==> src/design/tcw_pkg.sv <==
// Package of the text console writer: geometry, codes and item types.
// Used by every module of the block; depends on nothing.
package tcw_pkg;

  localparam int COLUMNS     = 80;
  localparam int ROWS        = 25;
  localparam int TAB_WIDTH   = 4;
  localparam int CELL_COUNT  = ROWS * COLUMNS;
  localparam int SCROLL_BASE = CELL_COUNT - COLUMNS;
  localparam int CELL_W      = $clog2(CELL_COUNT);
  localparam int ROW_W       = $clog2(ROWS);
  localparam int COL_W       = $clog2(COLUMNS);
  localparam int TAB_CNT_W   = $clog2(TAB_WIDTH + 1);
  localparam int QUEUE_DEPTH = 2;
  localparam int PADDR_W     = 3;

  localparam logic [7:0] BLANK_CHAR   = 8'd32;
  localparam logic [7:0] CLEAR_ATTR   = 8'd2;
  localparam logic [7:0] ATTR_RESET   = 8'd2;
  localparam logic [7:0] CH_NEWLINE   = 8'd10;
  localparam logic [7:0] CH_TAB       = 8'd9;
  localparam logic [7:0] CH_BACKSPACE = 8'd8;

  localparam logic REG_TEXT_ATTR = 1'b0;

  typedef enum logic [1:0] {
    CMD_PUT   = 2'd0,
    CMD_READ  = 2'd1,
    CMD_SET   = 2'd2,
    CMD_CLEAR = 2'd3
  } cmd_e;

  typedef enum logic [2:0] {
    OP_CHAR,
    OP_NEWLINE,
    OP_TAB,
    OP_BACKSPACE,
    OP_READ,
    OP_SET,
    OP_CLEAR,
    OP_REJECT
  } op_e;

  typedef enum logic [2:0] {
    BK_FILL,
    BK_IDLE,
    BK_COPY,
    BK_TAB,
    BK_READ,
    BK_RESP
  } back_state_e;

  typedef enum logic [1:0] {
    FILL_INIT,
    FILL_CLEAR,
    FILL_SCROLL
  } fill_mode_e;

  typedef struct packed {
    logic [1:0] command;
    logic [7:0] char_code;
    logic [4:0] row;
    logic [6:0] column;
  } in_item_t;

  typedef struct packed {
    logic [7:0]  cell_char;
    logic [7:0]  cell_attr;
    logic [10:0] cursor_cell;
    logic        status;
  } out_item_t;

  typedef struct packed {
    op_e               op;
    logic [7:0]        ch;
    logic [ROW_W-1:0]  row_idx;
    logic [COL_W-1:0]  col_idx;
    logic [CELL_W-1:0] addr;
  } q_entry_t;

endpackage

==> src/design/tcw_front.sv <==
// Front end of the text console writer: accepts items and decodes them.
// Classifies each command into an operation and checks coordinates; uses tcw_pkg.
module tcw_front import tcw_pkg::*; (
  input  logic     clk_i,
  input  logic     rst_ni,
  input  logic     hold_i,
  input  logic     in_valid_i,
  output logic     in_ready_o,
  input  in_item_t in_item_i,
  output logic     q_valid_o,
  input  logic     q_ready_i,
  output q_entry_t q_entry_o
);

  logic     valid_q, valid_d;
  q_entry_t entry_q, entry_d;
  q_entry_t cls;
  logic     coords_ok;
  logic [4:0] row_m1;
  logic [6:0] col_m1;

  always_comb begin
    coords_ok = (in_item_i.row != 5'd0) && (in_item_i.row <= ROWS) &&
                (in_item_i.column != 7'd0) && (in_item_i.column <= COLUMNS);
    row_m1 = in_item_i.row - 5'd1;
    col_m1 = in_item_i.column - 7'd1;
    cls.ch      = in_item_i.char_code;
    cls.row_idx = ROW_W'(row_m1);
    cls.col_idx = COL_W'(col_m1);
    cls.addr    = CELL_W'(CELL_W'(cls.row_idx) * CELL_W'(COLUMNS) + CELL_W'(cls.col_idx));
    case (cmd_e'(in_item_i.command))
      CMD_PUT: begin
        case (in_item_i.char_code)
          CH_NEWLINE:   cls.op = OP_NEWLINE;
          CH_TAB:       cls.op = OP_TAB;
          CH_BACKSPACE: cls.op = OP_BACKSPACE;
          default:      cls.op = OP_CHAR;
        endcase
      end
      CMD_READ: cls.op = coords_ok ? OP_READ : OP_REJECT;
      CMD_SET:  cls.op = coords_ok ? OP_SET : OP_REJECT;
      default:  cls.op = OP_CLEAR;
    endcase
  end

  assign in_ready_o = !hold_i && (!valid_q || q_ready_i);

  always_comb begin
    valid_d = valid_q;
    entry_d = entry_q;
    if (in_valid_i && in_ready_o) begin
      valid_d = 1'b1;
      entry_d = cls;
    end else if (q_ready_i) begin
      valid_d = 1'b0;
    end
  end

  always_ff @(posedge clk_i or negedge rst_ni) begin
    if (!rst_ni) begin
      valid_q <= 1'b0;
    end else begin
      valid_q <= valid_d;
    end
  end

  always_ff @(posedge clk_i) begin
    entry_q <= entry_d;
  end

  assign q_valid_o = valid_q;
  assign q_entry_o = entry_q;

endmodule

==> config.mk <==
export PLATFORM = sky130hd
export DESIGN_NAME = tcw_front
export DESIGN_NICKNAME = d
export VERILOG_FILES = /design/src/design/tcw_pkg.sv /design/src/design/tcw_front.sv
export SDC_FILE = /design/constraint.sdc
export NUM_CORES = 1
export LEC_CHECK = 0
export BUFFER_PORTS_ARGS = -buffer_cell sky130_fd_sc_hd__buf_2
export CORE_MARGIN = 2
export CORE_UTILIZATION = 43
export CTS_CLUSTER_SIZE = 24
export DETAILED_ROUTE_END_ITERATION = 8
export PLACE_DENSITY = 0.77
export SYNTH_ARGS = -nofsm -noshare
export SYNTH_HDL_FRONTEND = slang
export SYNTH_SLANG_ARGS = --single-unit
==> constraint.sdc <==
create_clock -name clk_i -period 1.7 [get_ports clk_i]
set_input_delay 0.085 -clock clk_i [delete_from_list [all_inputs] [get_ports clk_i]]
set_output_delay 0.085 -clock clk_i [all_outputs]
set_load 0.1 [all_outputs]
==> qor.csv <==
metric,value,unit
status,"complete, but fails checks",
violations,negative setup slack,
grt_pass1_vias,1302,
cp-start-kind,input pin,
area_growth,62.47,%
hp-class,in2reg,
yosys.area_share.simple,9.026,%
setup_viol,3,
synth_edf_count,30,
drive_above_1_share,64.79,%
finalCritPeriodShare,116.2,%
fin_util,71.20,%
htreeDepth,2,
die_w,64.62,um
rsz0062_at_grt,yes,
crit_buf_inv,1,
avgViaCountPerCell,4.870,
grt_pass1_wl,5796,um
finalWorstSetupSlack,-0.2761,ns
place_hpwl,2687,um
pre_cts_slack,-0.7048,ns
fin_area,2567,um^2
synth_compound_area_share,6.413,%
dr.pass1.iters,4,
seq_area_frac_synth,58.59,%
path_max_fanout,3,
io_pins,63,
cp_data_arrival_time,2.01,ns
synth.area.top_cells,"edfxtp_1 57%, ha_1 11%, xor2_1 4.4%",
place_area,2160,um^2
drc,0,
fin_nets,257,
synth_async_sr_flop_share,3.226,%
yosysMostFrequentCell,edfxtp_1,
met3_usage,3.819,%
finalPower,2.472,mW
synth_top_cell_area_share,57.01,%
yosys.area_share.xor_xnor,8.314,%
ys_warn_count,0,
antenna_cells,0,
relSlewSlack,66.21,%
clk_latency,0.28,ns
clock_path_buffers,2,
initial_utilization,43.82,%
drt_iter0_markers,89,
antenna_found_initial,0,
dieArea,4176,um^2
end_kind,flip-flop,
slowest_delay,0.35,ns
drt_wl_total,3825,um
cp_slowest_cell,fa_2,
critPathKind,in2reg,
grt_max_degree,32,
leakage,1.124,nW
fin_cells,261,
path_delay_family,adder cells,
die_h,64.62,um
yosysUniqueCellTypes,27,
crit_chain,"buf_8, nor3_4, xor2_2, ha_4, ha_4, fa_2, xor2_2, nand4_1, xnor2_2, xnor2_1",
finClkSkew,0.003807,ns
synth_seq_cells,31,
syn_inst,118,
clock-root-buffer,clkbuf_8,
placed_cells,246,
grt_use_met1,19.47,%
cts_buffers,5,
wl_per_cell,14.66,um
coreArea,3606,um^2
port_buffers,62,
cts_sinks,31,
power_density,962.6,nW/um^2
ys_top_cells_by_count,"30 x edfxtp_1, 14 x ha_1, 9 x inv_1, 8 x nand2_1, 8 x xor2_1",
worstPathRequired,1.73,ns
synthMuxAreaShare,0,%
syn_area_per_cell,13.39,um^2
clk_pin_slew,0.06,ns
yosys.area.top_type,edfxtp_1,
grt_usage,19.10,%
syn-num-nets,161,
synth_adder_area_share,13.62,%
antenna_left,0,
netlist_area,1580,um^2
timing.max_cap.violations,0,
grt-ovfl-total,0,
irDropWorstVdd,0.3868,mV
synth_ff_type,edfxtp_1,
gp_congestion,0.8677,
fp-row-count,22,
use_met2,35.42,%
worstMarginPinSlew,0.5103,ns
fmax,0.5060,GHz
cts_tree,built,
maxSlewViolCount,0,
hold_viol_final,0,
vias,1271,
period_minus_slack,1.976,ns
grt.busiest_layer,met2,
synth_top_family_by_area,adder cells,
==> logic make-up (layout without fill, tap and decap cells) <==
logic type / Yosys count / count (layout)
and+or+nand+nor: 27 / 27
buffers and inverters: 13 / 108
DFF: 31 / 31
AOI/OAI and AO/OA: 16 / 16
xor gates and xnor gates: 15 / 15
adders and majority gates: 16 / 16
==> placed cells by master, fill, tap and decap left out, types with 2 or more instances in the layout <==
master and n:
buf_2 60, nand2_2 3, inv_2 3, xnor2_4 2, ha_1 6, dlygate4sd3_1 3, xnor2_1 3, nor3_1 3
nor2_4 2, nand2_1 4, xnor2_2 2, edfxtp_1 30, buf_8 2, buf_4 25, nor3_4 2, a21oi_2 2
xor2_2 3, a21oi_1 2, a21oi_4 2, nor3_2 2, inv_1 4, buf_6 3, clkbuf_8 5, ha_4 7
xor2_1 4, inv_4 2, a21o_1 5
==> sequential cells by signal, indices dropped and copies added (netlist names) <==
register and cells:
q_valid_o 1, q_entry_o 30
==> per-layer routing <==
layer	share of wire (%)	vias up
met3	5.2	13
met1	37	595
met4	3.9	0
met5	0	-
li1	-	604
met2	54	59
==> path summary, 6_finish.rpt <==
kind	startpoint	end	slack, ns	cells after the start
worst max-delay path	in_item_i[8]	q_entry_o[10]	-0.28	10
min in group asynchronous	rst_ni	q_valid_o	0.11	2
worst max register to register	q_valid_o	q_entry_o[5]	0.29	2
max in group asynchronous	rst_ni	q_valid_o	1.49	2
worst min-delay path	in_item_i[12]	q_entry_o[23]	0.006	1
worst min register to register	q_valid_o	q_valid_o	0.60	1
==> layout make-up <==
class | instances | area (um^2)
repair buffers | 93 | 581.8
well taps | 48 | 60.06
inverters | 9 | 38.79
multi-input cells | 74 | 884.6
clock buffers | 6 | 72.57
fillers | 255 | 1039
flip-flops and latches | 31 | 929.6
==> stage by stage <==
stage	setup TNS, ns	hold slack [ns]
4_1_cts	-0.5507	0.001113
5_1_grt	-0.7022	0.001600
6_report	-0.4602	0.005841
2_1_floorplan	-11.82	-0.2106
3_5_place_dp	-2.400	-0.1381
3_3_place_gp	-1.893	-0.1409
==> power by group <==
group / internal, mW / switching, mW / total [mW]
Clock: 0.272 / 0.235 / 0.507
Sequential: 0.916 / 0.0139 / 0.930
Combinational: 0.362 / 0.672 / 1.03
Total: 1.55 / 0.921 / 2.47
==> repair_timing <==
action,4_1_cts,5_1_grt
buffers inserted,5,1
setup endpoints to repair,5,6
hold buffers,3,0
pin swaps,16,23
gates cloned,0,0
endpoints found under the hold margin,3,0
resized for setup,23,27
(Power assumes the default switching activity.)
