==> config.mk <==
export PLATFORM = sky130hd
export DESIGN_NAME = tcw_fifo
export DESIGN_NICKNAME = d
export VERILOG_FILES = /design/src/design/tcw_pkg.sv /design/src/design/tcw_fifo.sv
export SDC_FILE = /design/constraint.sdc
export NUM_CORES = 1
export LEC_CHECK = 0
export BUFFER_PORTS_ARGS = -buffer_cell sky130_fd_sc_hd__buf_2
export CORE_MARGIN = 4
export CORE_UTILIZATION = 58
export CTS_BUF_LIST = sky130_fd_sc_hd__clkbuf_2
export DETAILED_ROUTE_END_ITERATION = 6
export MAX_ROUTING_LAYER = met4
export PLACE_DENSITY = 0.95
export SLEW_MARGIN = 15
export SYNTH_ARGS = -nofsm -noshare
export SYNTH_HDL_FRONTEND = slang
export SYNTH_SLANG_ARGS = --single-unit
==> constraint.sdc <==
create_clock -name clk_i -period 4.2 [get_ports clk_i]
set_input_delay 0.21 -clock clk_i [delete_from_list [all_inputs] [get_ports clk_i]]
set_output_delay 0.21 -clock clk_i [all_outputs]
set_load 0.03 [all_outputs]
==> src/design/tcw_pkg.sv <==
// Package of the text console writer: geometry, codes and item types.
// Used by every module of the block; depends on nothing.
package tcw_pkg;

  localparam int COLUMNS     = 80;
  localparam int ROWS        = 25;
  localparam int TAB_WIDTH   = 4;
  localparam int CELL_COUNT  = ROWS * COLUMNS;
  localparam int SCROLL_BASE = CELL_COUNT - COLUMNS;
  localparam int CELL_W      = $clog2(CELL_COUNT);
  localparam int ROW_W       = $clog2(ROWS);
  localparam int COL_W       = $clog2(COLUMNS);
  localparam int TAB_CNT_W   = $clog2(TAB_WIDTH + 1);
  localparam int QUEUE_DEPTH = 2;
  localparam int PADDR_W     = 3;

  localparam logic [7:0] BLANK_CHAR   = 8'd32;
  localparam logic [7:0] CLEAR_ATTR   = 8'd2;
  localparam logic [7:0] ATTR_RESET   = 8'd2;
  localparam logic [7:0] CH_NEWLINE   = 8'd10;
  localparam logic [7:0] CH_TAB       = 8'd9;
  localparam logic [7:0] CH_BACKSPACE = 8'd8;

  localparam logic REG_TEXT_ATTR = 1'b0;

  typedef enum logic [1:0] {
    CMD_PUT   = 2'd0,
    CMD_READ  = 2'd1,
    CMD_SET   = 2'd2,
    CMD_CLEAR = 2'd3
  } cmd_e;

  typedef enum logic [2:0] {
    OP_CHAR,
    OP_NEWLINE,
    OP_TAB,
    OP_BACKSPACE,
    OP_READ,
    OP_SET,
    OP_CLEAR,
    OP_REJECT
  } op_e;

  typedef enum logic [2:0] {
    BK_FILL,
    BK_IDLE,
    BK_COPY,
    BK_TAB,
    BK_READ,
    BK_RESP
  } back_state_e;

  typedef enum logic [1:0] {
    FILL_INIT,
    FILL_CLEAR,
    FILL_SCROLL
  } fill_mode_e;

  typedef struct packed {
    logic [1:0] command;
    logic [7:0] char_code;
    logic [4:0] row;
    logic [6:0] column;
  } in_item_t;

  typedef struct packed {
    logic [7:0]  cell_char;
    logic [7:0]  cell_attr;
    logic [10:0] cursor_cell;
    logic        status;
  } out_item_t;

  typedef struct packed {
    op_e               op;
    logic [7:0]        ch;
    logic [ROW_W-1:0]  row_idx;
    logic [COL_W-1:0]  col_idx;
    logic [CELL_W-1:0] addr;
  } q_entry_t;

endpackage

==> src/design/tcw_fifo.sv <==
// Short queue of decoded operations between the front and back ends.
// Holds QUEUE_DEPTH entries of q_entry_t from tcw_pkg.
module tcw_fifo import tcw_pkg::*; (
  input  logic     clk_i,
  input  logic     rst_ni,
  input  logic     wr_valid_i,
  output logic     wr_ready_o,
  input  q_entry_t wr_entry_i,
  output logic     rd_valid_o,
  input  logic     rd_ready_i,
  output q_entry_t rd_entry_o
);

  localparam int PTR_W = (QUEUE_DEPTH > 1) ? $clog2(QUEUE_DEPTH) : 1;
  localparam int CNT_W = $clog2(QUEUE_DEPTH + 1);

  q_entry_t         slots_q [QUEUE_DEPTH];
  logic [PTR_W-1:0] wr_ptr_q, wr_ptr_d, rd_ptr_q, rd_ptr_d;
  logic [CNT_W-1:0] count_q, count_d;
  logic             do_wr, do_rd;

  assign wr_ready_o = (count_q != CNT_W'(QUEUE_DEPTH));
  assign rd_valid_o = (count_q != '0);
  assign rd_entry_o = slots_q[rd_ptr_q];
  assign do_wr      = wr_valid_i && wr_ready_o;
  assign do_rd      = rd_valid_o && rd_ready_i;

  always_comb begin
    wr_ptr_d = wr_ptr_q;
    rd_ptr_d = rd_ptr_q;
    count_d  = count_q;
    if (do_wr) begin
      wr_ptr_d = (wr_ptr_q == PTR_W'(QUEUE_DEPTH - 1)) ? '0 : wr_ptr_q + PTR_W'(1);
    end
    if (do_rd) begin
      rd_ptr_d = (rd_ptr_q == PTR_W'(QUEUE_DEPTH - 1)) ? '0 : rd_ptr_q + PTR_W'(1);
    end
    if (do_wr && !do_rd) begin
      count_d = count_q + CNT_W'(1);
    end else if (do_rd && !do_wr) begin
      count_d = count_q - CNT_W'(1);
    end
  end

  always_ff @(posedge clk_i or negedge rst_ni) begin
    if (!rst_ni) begin
      wr_ptr_q <= '0;
      rd_ptr_q <= '0;
      count_q  <= '0;
    end else begin
      wr_ptr_q <= wr_ptr_d;
      rd_ptr_q <= rd_ptr_d;
      count_q  <= count_d;
    end
  end

  always_ff @(posedge clk_i) begin
    if (do_wr) begin
      slots_q[wr_ptr_q] <= wr_entry_i;
    end
  end

endmodule

==> metrics.log, run 1 <==
[metrics] CTS tree: built
[metrics] pin count of the biggest net entering global routing: 36
[metrics] design internal power: roughly 0.0015 W
[metrics] chain of cells forming the critical path: mux2_2, buf_2
[metrics] Required @ worst endpoint: between 3000 and 4000 ps
[metrics] total global routing overflow: 0
[metrics] number of optimization iterations in the first detailed-route pass: 4
[metrics] Final Net Count: approximately 280
[metrics] Post-Route Utilization: approximately three quarters
[metrics] number of warnings reported in the yosys synthesis log: 0
[metrics] CP bufs+invs: 1
[metrics] wire length of the first global-routing pass: around 8000 um
[metrics] crit end category: output pin
[metrics] average wire length per cell after detail routing: 17.39 um
[metrics] number of nets with antenna violations after detailed routing: 0
[metrics] fraction of power consumed by sequential logic: 47.6%
[metrics] cell area after synthesis: between 2000 and 3000 um^2
[metrics] worst slew slack as a fraction of its limit: about a third
[metrics] Final Cycle Share: 55.97%
[metrics] Tightest Hold Check Type: in2reg
[metrics] final hold violation count: 0
[metrics] Max stage delay on crit path: between 1000 and 1500 ps
[metrics] max-cap check violation count: 0
[metrics] antenna violations before repair: 0
[metrics] antenna fix cells: 0
[metrics] post-CTS clock slew at the launch and capture registers of the worst setup and hold paths: 160 ps
[metrics] number of library cell types mapped by synthesis: 15
[metrics] I/O pin total: 74
[metrics] top library cells by usage in the layout, fill and taps aside: 73 x sky130_fd_sc_hd__buf_2, 68 x sky130_fd_sc_hd__edfxtp_1, 35 x sky130_fd_sc_hd__dlygate4sd3_1
[metrics] Via Count: ~1500
[metrics] effective utilization at floorplan: between 50% and 60%
[metrics] number of gates on the worst path with buffers counted: 2
[metrics] maximum ir drop on the vdd rail: 0.4217 mV
[metrics] Filler cells: between 200 and 300
[metrics] register area share after synthesis: about 77%
[metrics] Final HPWL DP: 3094 um
[metrics] count of standard-cell rows: 25
[metrics] final count of pins violating max slew: 0
[metrics] skew final: between 20 and 30 ps
[metrics] Die H: 77.47 um
[metrics] RSZ-0062 raised after global routing: no
[metrics] cells on worst reg2reg path: 3
[metrics] kind of launch point of the worst setup path: register
[metrics] CP startpoint: rd_ptr_q
[metrics] final worst setup slack: 1849 ps
[metrics] worst-skew pair later-pin latency: 480 ps
[metrics] placed cell count: around 250
[metrics] endpoint of the worst register-to-register path: slots_q[0][2]
[metrics] count of input and output buffers: 73
[metrics] number of nets in the synthesized netlist: between 150 and 200
[metrics] Clock Root Buffer: sky130_fd_sc_hd__clkbuf_2
[metrics] cts bufs inserted: 9
[metrics] final critical delay including setup and external delays: 2351 ps
[metrics] vias per cell: about 5.1
[metrics] number of buffers on the longest clock path: 2
[metrics] highest attainable clock frequency: between 400 and 500 MHz
[metrics] number of global-route vias before repair: approximately 1600
[metrics] layout cell share with drive strength beyond 1: 50.00%
[metrics] sinks on the clock net: between 70 and 80
[metrics] Worst Path Arrival: ~2100 ps
[metrics] combinational cell fraction of total power: 40.5%
[metrics] Final Non-Filler Cells: between 200 and 300
[metrics] GRT Util Overall: between 10% and 20%
[metrics] peak fanout along the critical path: 35
[metrics] post-synthesis average cell area: 22.57 um^2
[metrics] family with the most delay on the worst path: flip-flops
[metrics] flops & latches, synth: 72
[metrics] core region area: roughly 4700 um^2
[metrics] Fin Setup TNS: 0 ps
[metrics] last weighted congestion value of the routability-driven placer: 0.6803
[metrics] most common library cell in the layout ignoring fill and taps: sky130_fd_sc_hd__buf_2
[metrics] area of the die: 6001 um^2
[metrics] width of the chip: just under 80 um
[metrics] switching share of power: 37.88%
[metrics] Worst Tran Pin Value: around 1000 ps
[metrics] destination of the critical timing path: rd_entry_o[20]
[metrics] fin area: around 3600 um^2
[metrics] portion of total power attributed to the clock network: approximately an eighth
[metrics] Residual DRC: 0
[metrics] post-cts sizing count: 0
[metrics] areal power density over the cells: 661.1 nW/um^2
[metrics] Placement Cell Area: approximately 3200 um^2
[metrics] Min-Delay Path Depth: 3
[metrics] worst reg2reg startpoint: count_q[0]
[metrics] leakage dissipation: around 1.5 nW
[metrics] Post-Syn Instances: 124
[metrics] pre-CTS WS: ~2300 ps
[metrics] register-to-register setup slack: approximately 2300 ps
[metrics] H-tree lvl count: 3
[metrics] # setup viols final: 0
[metrics] net switching power of the design: between 0.0008 and 0.0009 W
[metrics] drt initial violations: between 80 and 90
[metrics] area growth from synthesis to layout: 28.16%
[metrics] Setup CP Type: reg2out
[metrics] cell with the biggest individual delay on the critical path: sky130_fd_sc_hd__dfrtp_2
[metrics] Total Wirelength: 5148 um
[metrics] result of the run: finished clean
-- metal layers --
layer | vias to the layer above | global-route usage (%) | share of wire [%]
met2 | 54 | 32.82 | 53
li1 | 712 | - | -
met1 | 736 | 21.13 | 41
met5 | - | - | 0
met3 | 8 | 3.712 | 3.4
met4 | 0 | 9.075 | 1.8
-- worst reg2reg max path, cell delays in order (launching register included) --
cell and delay (ps):
sky130_fd_sc_hd__dfrtp_1 430, sky130_fd_sc_hd__nand2b_1 160, sky130_fd_sc_hd__nand2_1 140, sky130_fd_sc_hd__nor2_4 760
-- synthesized netlist by cell type --
cell / instances / area share [%]
sky130_fd_sc_hd__nand2b_1: 1 / 0.22
sky130_fd_sc_hd__edfxtp_1: 68 / 73
sky130_fd_sc_hd__mux2_2: 5 / 2.0
sky130_fd_sc_hd__nand2_1: 2 / 0.27
sky130_fd_sc_hd__buf_12: 3 / 2.1
sky130_fd_sc_hd__xor2_1: 2 / 0.63
sky130_fd_sc_hd__buf_6: 1 / 0.40
sky130_fd_sc_hd__dfrtp_1: 4 / 3.6
sky130_fd_sc_hd__inv_1: 1 / 0.13
sky130_fd_sc_hd__or2_1: 1 / 0.22
sky130_fd_sc_hd__nor2_1: 2 / 0.27
sky130_fd_sc_hd__xnor2_1: 3 / 0.94
sky130_fd_sc_hd__and3_1: 1 / 0.22
sky130_fd_sc_hd__mux2_4: 29 / 16
sky130_fd_sc_hd__ha_1: 1 / 0.45
-- cell type report --
cell class	instances	area (um^2)	area share, %
multi-input cells	47	590.6	16.46
flip-flops and latches	72	2143	59.75
inverters	1	3.754	0.1046
repair buffers	108	715.7	19.95
clock buffers	11	55.05	1.535
well taps	54	67.56	1.884
clock inverters	3	11.26	0.3139
-- power by group through the flow --
| stage | combinational [W] | sequential (W) | clock [W] |
|---|---|---|---|
| 4_1_cts | 0.000970 | 0.00113 | 0.000284 |
| 6_report | 0.000961 | 0.00113 | 0.000283 |
| 5_1_grt | 0.00101 | 0.00115 | 0.000323 |
| 3_5_place_dp | 0.000942 | 0.00114 | 0 |
| 3_3_place_gp | 0.000924 | 0.00113 | 0 |
| 2_1_floorplan | 0.000864 | 0.00104 | 0 |
-- through the flow --
step	total power [W]	hold slack (ps)
finish	0.002372	28.99
global route	0.002486	4.604
CTS	0.002383	1.672
detailed placement	0.002087	22.31
global placement	0.002052	18.94
floorplan	0.001905	-85.59
-- worst min path at each step --
| stage | slack, ps | from | to |
|---|---|---|---|
| finish | 30 | rd_ready_i | rd_ptr_q |
| global route | 5 | rd_ready_i | rd_ptr_q |
| global placement | 20 | rst_ni | count_q[0] |
| floorplan | -90 | rst_ni | count_q[0] |
| CTS | 2 | rd_ready_i | rd_ptr_q |
| detailed placement | 20 | rst_ni | count_q[1] |
-- flip-flops by register name, indices dropped and copies added (netlist names) --
signal    cells
slots_q      68
rd_ptr_q      1
count_q       2
wr_ptr_q      1
-- what timing repair did --
item                                   4_1_cts  5_1_grt
hold buffers                                35        0
setup buffers                                0        0
endpoints found under the hold margin       72        0
-- kinds of logic (layout without fill, tap and decap cells) --
| logic type | after synthesis | after routing | synth area share, % |
|---|---|---|---|
| XOR/XNOR | 5 | 5 | 1.565 |
| buffers and inverters | 5 | 123 | 2.682 |
| multiplexers | 34 | 34 | 17.57 |
| flip-flops | 72 | 72 | 76.53 |
| AND/OR/NAND/NOR | 7 | 7 | 1.208 |
| adder cells (fa/ha/maj) | 1 | 1 | 0.4470 |
(Power assumes the default switching activity.)
==> run 2: changes to the inputs <==
- CORE_UTILIZATION: 58 -> 54
- PLACE_DENSITY: 0.95 -> 0.92
- clock period: 4.2 -> 2.2 ns (I/O delays scaled with it)
==> run 2 against run 1 <==
Compared with the run above: clock power rose to 2.8 times the previous value; sequential share of layout area is 2.8 points lower; sequential power rose by 80%; critical path type unchanged; largest cell class unchanged.
==> metrics.log, run 2 (synthesized netlist as in run 1, its figures left out) <==
[metrics] leakage dissipation: 1.542 nW (+5.1%)
[metrics] wire length of the first global-routing pass: 8473 um (+3.7%)
[metrics] last weighted congestion value of the routability-driven placer: 0.7237 (+6.4%)
[metrics] number of flip-flops under the largest register name: 68 (unchanged)
[metrics] area of the die: 6399 um^2 (+6.6%)
[metrics] vias per cell: 4.814 (-5.6%)
[metrics] top flop regs: slots_q: 68 flops, count_q: 2 flops
[metrics] Fin Setup TNS: 0 ps (unchanged)
[metrics] Worst Tran Pin Value: 483.1 ps (-537.5 ps)
[metrics] post-CTS clock slew at the launch and capture registers of the worst setup and hold paths: 200 ps (+40 ps)
[metrics] Final HPWL DP: 3128 um (+1.1%)
[metrics] cts bufs inserted: 9 (unchanged)
[metrics] number of nets with antenna violations after detailed routing: 0 (unchanged)
[metrics] result of the run: finished clean
[metrics] Final Cycle Share: 91.06%
[metrics] final count of pins violating max slew: 0 (unchanged)
[metrics] highest attainable clock frequency: about 500 MHz
[metrics] worst-skew pair later-pin latency: 470 ps (about the same)
[metrics] footprint of the multi-input gates: 589.3 um^2 (-0.21%)
[metrics] GRT Util Overall: 18.84% (-0.14 points)
[metrics] pin count of the biggest net entering global routing: 28 (-22%)
[metrics] Post-Route Utilization: 77.15% (+0.70 points)
[metrics] areal power density over the cells: 1305 nW/um^2 (+97%)
[metrics] # setup viols final: 0 (unchanged)
[metrics] Worst Path Arrival: 1890 ps (-250 ps)
[metrics] total global routing overflow: 0 (unchanged)
[metrics] max-cap check violation count: 0 (unchanged)
[metrics] number of buffers on the longest clock path: 2 (unchanged)
[metrics] final hold violation count: 0 (unchanged)
[metrics] layout cell share with drive strength beyond 1: 50.60% (+0.60 points)
[metrics] effective utilization at floorplan: 57.36% (-2.3 points)
[metrics] Required @ worst endpoint: 2090 ps (-1900 ps)
[metrics] area growth from synthesis to layout: 34.51%
[metrics] Filler cells: 290 (+3.2%)
[metrics] Via Count: 1531 (+1.4%)
[metrics] chain of cells forming the critical path: buf_12, mux2_2, buf_2
[metrics] cell with the biggest individual delay on the critical path: sky130_fd_sc_hd__dfrtp_2
[metrics] maximum ir drop on the vdd rail: 0.8443 mV (+100%)
[metrics] worst slew slack as a fraction of its limit: 67.79% (+36 points)
[metrics] I/O pin total: 74 (unchanged)
[metrics] CTS tree: built
[metrics] H-tree lvl count: 3 (unchanged)
[metrics] RSZ-0062 raised after global routing: no
[metrics] peak fanout along the critical path: 27 (-23%)
[metrics] drt initial violations: 53 (-38%)
[metrics] most common library cell in the layout ignoring fill and taps: sky130_fd_sc_hd__buf_2
[metrics] Max stage delay on crit path: 600 ps (-470 ps)
[metrics] sinks on the clock net: 72 (unchanged)
[metrics] skew final: 31.70 ps (+2.434 ps)
[metrics] Setup CP Type: reg2out
[metrics] Residual DRC: 0 (unchanged)
[metrics] top library cells by usage in the layout, fill and taps aside: 73 x sky130_fd_sc_hd__buf_2, 68 x sky130_fd_sc_hd__edfxtp_1, 38 x sky130_fd_sc_hd__dlygate4sd3_1
[metrics] register area: 2143 um^2 (unchanged)
[metrics] Final Non-Filler Cells: 318 (+7.4%)
[metrics] number of optimization iterations in the first detailed-route pass: 4 (unchanged)
[metrics] crit end category: output pin
[metrics] count of standard-cell rows: 25 (unchanged)
[metrics] Clock Root Buffer: sky130_fd_sc_hd__clkbuf_2
[metrics] placed cell count: 264 (+6.9%)
[metrics] post-cts sizing count: 0 (unchanged)
[metrics] count of input and output buffers: 73 (unchanged)
[metrics] Total Wirelength: 5259 um (+2.2%)
[metrics] width of the chip: 80.00 um (+3.3%)
[metrics] core region area: 4880 um^2 (+4.0%)
[metrics] Final Net Count: 285 (+2.5%)
[metrics] register with the most flip-flops: slots_q
[metrics] antenna fix cells: 0 (unchanged)
[metrics] average wire length per cell after detail routing: 16.54 um (-4.9%)
[metrics] kind of launch point of the worst setup path: register
[metrics] final critical delay including setup and external delays: roughly 2000 ps
[metrics] antenna violations before repair: 0 (unchanged)
[metrics] Die H: 80.00 um (+3.3%)
[metrics] number of global-route vias before repair: 1687 (+2.6%)
[metrics] Tightest Hold Check Type: in2reg
==> run 2: cell type report <==
type | count | share of cell area (%)
clock buffer | 9 | 1.196
multi-input combinational | 47 | 15.65
clock inverter | 7 | 2.293
tap | 67 | 2.227
sequential | 72 | 56.93
inverter | 1 | 0.09970
timing repair buffer | 115 | 21.60
==> run 2: worst max-delay path, delay by kind of cell (launching register included) <==
| family | cells | cell delay (ps) |
|---|---|---|
| DFF | 1 | 600 |
| buffers and inverters | 2 | 460 |
| muxes | 1 | 360 |
==> run 2: metal layers <==
metal  track usage [%]  share of wire [%]  up-vias
li1                  -                  -      728
met1             21.83                 42      732
met2             32.04                 51       60
met3             3.950                5.3       11
met4             7.601                1.7        0
met5                 -                  0        -
==> run 2: timing repair <==
item	CTS	global route
endpoints found under the hold margin	74	0
buffers inserted	0	0
hold buffers	38	0
endpoints found under the setup margin	0	0
==> run 2: path summary, 6_finish.rpt <==
check | startpoint | end | slack (ps) | cells after the start
worst max-delay path | rd_ptr_q | rd_entry_o[18] | 200 | 3
worst min-delay path | wr_entry_i[6] | slots_q[0][6] | 350 | 2
worst max register to register | count_q[0] | slots_q[0][24] | 490 | 4
worst min register to register | count_q[1] | count_q[1] | 530 | 1
max in group asynchronous | rst_ni | rd_ptr_q | 1500 | 3
min in group asynchronous | rst_ni | wr_ptr_q | 520 | 3
==> run 2: stage by stage <==
step	setup slack [ps]	hold slack, ps	total power, W	instance area, um^2
2_1_floorplan	2.966	-185.6	0.003636	2801
3_3_place_gp	655.2	-81.18	0.004020	3253
3_5_place_dp	603.6	-80.46	0.004068	3253
4_1_cts	171.3	321.3	0.004904	3765
5_1_grt	70.08	293.4	0.005153	3765
6_report	196.8	349.0	0.004914	3765
==> run 2: where the power goes <==
group	total [W]	internal [W]	switching, W
sequential	0.00203	0.00188	0.000154
clock	0.000806	0.000368	0.000438
combinational	0.00208	0.000866	0.00121
total	0.00491	0.00311	0.00180
